$ cat src/hw/rtl/c3f_pkg.sv
// ----------------------------------------------------------------------------
// c3f_pkg
// Shared types and constants of the 3x3 convolution image filter.
// ----------------------------------------------------------------------------
package c3f_pkg;

   localparam int PIX_W   = 16;
   localparam int COEF_W  = 48;
   localparam int SCALE_W = 24;
   localparam int BIAS_W  = 17;
   localparam int LW_W    = 13;
   localparam int CSR_IDX_W = 3;

   typedef logic [PIX_W-1:0]      pix_type;
   typedef logic [COEF_W-1:0]     coef_row_type;
   typedef logic [SCALE_W-1:0]    scale_type;
   typedef logic signed [BIAS_W-1:0] bias_type;
   typedef logic [LW_W-1:0]       lw_type;
   typedef logic [CSR_IDX_W-1:0]  csr_idx_type;

   // Register indexes of the configuration port
   localparam csr_idx_type CSR_COEF_TOP    = 3'd0;
   localparam csr_idx_type CSR_COEF_MID    = 3'd1;
   localparam csr_idx_type CSR_COEF_BOTTOM = 3'd2;
   localparam csr_idx_type CSR_SCALE       = 3'd3;
   localparam csr_idx_type CSR_BIAS        = 3'd4;
   localparam csr_idx_type CSR_DEEP        = 3'd5;
   localparam csr_idx_type CSR_LINE_WIDTH  = 3'd6;

   // Values for the action field
   localparam logic ACT_PIXEL = 1'b0;
   localparam logic ACT_FLUSH = 1'b1;

endpackage

$ cat src/hw/rtl/c3f_filter.sv
// ----------------------------------------------------------------------------
// c3f_filter
// Multi-cycle filter unit: nine-tap MAC, split scale multiply, bias,
// truncation toward zero and clamp. Window must hold while busy.
// ----------------------------------------------------------------------------
module c3f_filter (
   input  logic                  clock,
   input  logic                  reset,
   input  logic                  start,
   input  c3f_pkg::pix_type      win [9],
   input  c3f_pkg::coef_row_type coef_top,
   input  c3f_pkg::coef_row_type coef_mid,
   input  c3f_pkg::coef_row_type coef_bottom,
   input  c3f_pkg::scale_type    scale,
   input  c3f_pkg::bias_type     bias,
   input  logic                  deep,
   output logic                  done,
   output c3f_pkg::pix_type      result
);
   import c3f_pkg::*;

   localparam int ACC_W = 37;
   localparam int T_W   = 64;

   typedef enum logic [2:0] {F_IDLE, F_MAC, F_MUL, F_ADD, F_CLAMP} fstate_type;

   fstate_type              state_ff;
   logic [3:0]              cnt_ff;
   logic signed [ACC_W-1:0] acc_ff;
   logic [41:0]             p0_ff;
   logic signed [43:0]      p1_ff;
   logic signed [T_W-1:0]   t_ff;
   logic                    done_ff;
   pix_type                 res_ff;

   logic signed [15:0]      taps [9];
   logic signed [32:0]      prod;
   logic signed [T_W-1:0]   q;
   pix_type                 clamp_in;

   // Unpack the nine signed weights
   always_comb begin
      for (int i = 0; i < 3; i++) begin
         taps[i]     = coef_top[16*i +: 16];
         taps[3 + i] = coef_mid[16*i +: 16];
         taps[6 + i] = coef_bottom[16*i +: 16];
      end
   end

   assign prod = taps[cnt_ff] * $signed({1'b0, win[cnt_ff]});

   // Truncate toward zero, then clamp to the pixel range
   always_comb begin
      q = t_ff[T_W-1] ? ((t_ff + T_W'(65535)) >>> 16) : (t_ff >>> 16);
      if (q < 0) begin
         clamp_in = '0;
      end else if (deep && q > T_W'(65535)) begin
         clamp_in = 16'hFFFF;
      end else if (!deep && q > T_W'(255)) begin
         clamp_in = 16'h00FF;
      end else begin
         clamp_in = q[15:0];
      end
   end

   // Sequence MAC, multiply, add and clamp
   always_ff @(posedge clock) begin
      if (reset) begin
         state_ff <= F_IDLE;
         cnt_ff   <= '0;
         done_ff  <= 1'b0;
      end else begin
         done_ff <= 1'b0;
         unique case (state_ff)
            F_IDLE: begin
               if (start) begin
                  state_ff <= F_MAC;
                  cnt_ff   <= '0;
                  acc_ff   <= '0;
               end
            end
            F_MAC: begin
               acc_ff <= acc_ff + ACC_W'(prod);
               if (cnt_ff == 4'd8) begin
                  state_ff <= F_MUL;
               end else begin
                  cnt_ff <= cnt_ff + 4'd1;
               end
            end
            F_MUL: begin
               p0_ff    <= acc_ff[17:0] * scale;
               p1_ff    <= $signed(acc_ff[ACC_W-1:18]) * $signed({1'b0, scale});
               state_ff <= F_ADD;
            end
            F_ADD: begin
               t_ff <= (T_W'(p1_ff) <<< 18) + $signed(T_W'(p0_ff))
                       + (T_W'(bias) <<< 16);
               state_ff <= F_CLAMP;
            end
            F_CLAMP: begin
               res_ff   <= clamp_in;
               done_ff  <= 1'b1;
               state_ff <= F_IDLE;
            end
            default: state_ff <= F_IDLE;
         endcase
      end
   end

   assign done   = done_ff;
   assign result = res_ff;

endmodule

$ cat config.mk
export PLATFORM = sky130hd
export DESIGN_NAME = c3f_filter
export DESIGN_NICKNAME = d
export VERILOG_FILES = /design/src/hw/rtl/c3f_pkg.sv /design/src/hw/rtl/c3f_filter.sv
export SDC_FILE = /design/constraint.sdc
export NUM_CORES = 2
export LEC_CHECK = 0
export ABC_AREA = 1
export ABC_CLOCK_PERIOD_IN_PS = 10900
export BUFFER_PORTS_ARGS = -buffer_cell sky130_fd_sc_hd__buf_2
export CAP_MARGIN = 20
export CORE_MARGIN = 4
export CORE_UTILIZATION = 43
export DETAILED_ROUTE_END_ITERATION = 8
export HOLD_SLACK_MARGIN = 0.05
export REMOVE_ABC_BUFFERS = 1
export SYNTH_ARGS = -nofsm -noshare
export SYNTH_HDL_FRONTEND = slang
export SYNTH_SLANG_ARGS = --single-unit
$ cat constraint.sdc
create_clock -name clock -period 10.9 [get_ports clock]
set_input_delay 0.545 -clock clock [delete_from_list [all_inputs] [get_ports clock]]
set_output_delay 0.545 -clock clock [all_outputs]
set_load 0.03 [all_outputs]
==> qor.yml <==
place:
  dp_hpwl_um: 130000
  gp_congestion: 0.933
  numPortBuffers: 349
clocking:
  cts_hold_repair.buffers: 0
  post_cts_resized: 0
  htreeDepth: 1
  post_cts_buffers: 0
  cts_buffers: 27
  cts_max_path_buffers: 3
  clock_sinks: 211
  cts_tree: "done"
  cts-root-buf: "clkbuf_16"
  clkTransAtPathRegs_ns: 0.06
  clk_latency_ns: 0.60
setup_path:
  reg2regPathDepth: 29
  start_kind: "flop"
  r2r_end: "acc_ff[26]"
  crit_type: "flop to flop"
  end_kind: "flop"
  reg2reg_from: "cnt_ff[0]"
  required_ns: 11.24
  reg2reg_slack_ns: 2.44
  worstPathMaxFanout: 68
  max_stage_delay_ns: 0.80
  crit_slowest_cell: "clkinv_2"
  worst_ep_arrival_time_ns: 8.81
die:
  design.die.area_mm2: 0.131
  core_area_mm2: 0.124
  row_count: 129
  ios: 350
  die_h_um: 363
  initial_core_util_pct: 43.5
  dieWidth_um: 363
layout:
  nets: 8844
  drive_gt1_share_pct: 7.93
  syn_to_final_growth_pct: 8.26
  multi_input_area_mm2: 0.0401
  ff_latch_area_mm2: 0.00626
  fillers: 12400
route:
  top_layer: "met5"
  wl_met3_um: 10000
  wl_met2_um: 77300
  vias: 44600
  routed_wl_um: 161000
  drc: 0
  post_drt_wl_per_cell_um: 18.5
  drt_iter0_drc: 2934
  m1WireLength_um: 68100
  drt_first_pass_iters: 6
  viasPerCell: 5.13
  drtAntennaViolNets: 0
min_path:
  hold_depth: 2
  hold_path.startpoint: "bias[0]"
  hold_class: "input pin to flop"
  min_to: "t_ff[16]"
timing:
  finalHoldViolCount: 0
  clock_skew_ns: 0.0320
  maxSlewViolCount: 0
  whs_ns: 0.243
  finalSetupTns_ns: 0
  setup_violations: 0
  fin_crit_ns: 8.46
  relSlewSlack_pct: 30.1
  fmax_ghz: 0.118
  rsz0062_at_grt: "false"
  worst_pin_slew_ns: 1.04
  fin_crit_sh_pct: 77.6
grt:
  grt_pass1_vias: 47300
  antenna_found_initial: 6
  gr-total-overflow: 0
  grt_max_degree: 71
  grt_pass1_wl_um: 259000
  grt_usage_pct: 24.8
job:
  drv_cap: 0
logic_synthesis:
  async_reset_ff_share_pct: 0
  ys_ff_latch: 211
  synth_edf_count: 203
  seq_area_frac_synth_pct: 11.6
  ys_types: 57
  synth_area_mm2: 0.0540
  synthTopCellsByArea: "fa_1 36%, inv_1 12%, edfxtp_1 11%, ha_1 11%, nand2_1 11%"
  synthCells: 6840
  synth_most_common_cell: "inv_1"
  yosysTopAreaCellShare_pct: 36.2
  ys_dominant_reg_cell: "edfxtp_1"
  yosysWarnings: 0
  yosysTopAreaCell: "fa_1"
  synth_common_cells: "1754 x inv_1, 1565 x nand2_1, 977 x fa_1"
  avgSynthCellArea_um2: 7.90
outcome:
  status: "completed"
per-layer routing:
| metal | GRT usage [%] | vias up |
|---|---|---|
| met5 | 0 | - |
| met4 | 7.60 | 6 |
| met3 | 2.72 | 284 |
| met2 | 42.9 | 1541 |
| met1 | 32.9 | 21900 |
| li1 | - | 20900 |
flip-flops by register name, indices dropped and copies added, names as in the netlist:
register,count
p1_ff,44
cnt_ff,4
result,16
acc_ff,37
t_ff,64
p0_ff,42
state_ff,3
done,1
placed cells by master (no fill, tap or decap), drive strengths merged, types with 96 or more instances in the layout:
master | synthesis | final
edfxtp | 203 | 203
nor2 | 455 | 455
ha | 487 | 487
nand2 | 1573 | 1573
o21ai | 301 | 301
nand3 | 104 | 104
a21oi | 230 | 230
buf | 88 | 455
inv | 1757 | 1759
fa | 977 | 977
xor2 | 96 | 96
final cells by class:
class	count	share of cell area [%]
multi-input combinational	4591	68.5
inverter	1761	11.3
sequential	211	10.7
timing repair buffer	455	4.47
tap	1637	3.50
clock buffer	30	1.17
clock inverter	17	0.289
antenna	5	0.0214
worst max-delay path: cells and delay by family (launching register included):
| kind | cells | cell delay (ns) |
|---|---|---|
| fa+ha+maj | 7 | 3.39 |
| buf+inv | 9 | 1.77 |
| compound gates | 10 | 2.02 |
| flops | 1 | 0.70 |
| simple gates | 3 | 0.29 |
per-stage QoR:
step	setup WS, ns	cell area (um^2)	instances	util (%)
2_1_floorplan	0.0121	52900	6563	-
3_3_place_gp	2.60	57600	8651	46.3
3_5_place_dp	2.54	57600	8651	46.3
4_1_cts	2.56	58400	8698	47.0
5_1_grt	1.91	58500	8705	47.1
6_report	2.44	58500	8707	47.1
worst max path at each step:
| stage | to | start | slack [ns] | cells after the start |
|---|---|---|---|---|
| 3_5_place_dp | acc_ff[26] | cnt_ff[0] | 2.54 | 27 |
| 2_1_floorplan | acc_ff[26] | cnt_ff[0] | 0.01 | 25 |
| 4_1_cts | acc_ff[26] | cnt_ff[0] | 2.56 | 27 |
| 3_3_place_gp | acc_ff[32] | cnt_ff[0] | 2.60 | 27 |
| 5_1_grt | acc_ff[33] | cnt_ff[0] | 1.91 | 27 |
| 6_report | acc_ff[26] | cnt_ff[0] | 2.44 | 29 |
logic make-up (layout without fill, tap and decap cells):
kind of cell	Yosys count	after routing	share of synthesized area, %
XOR/XNOR	142	142	2.30
buffers and inverters	2038	2263	14.3
flip-flops	211	211	11.6
AO/OA/AOI/OAI	739	739	7.89
adder cells (fa/ha/maj)	1464	1464	47.5
AND/OR/NAND/NOR	2246	2246	16.5
other	0	5	0
Power is not shown: default switching activity piles up to over one toggle a cycle in this logic, so the estimate is an artifact.
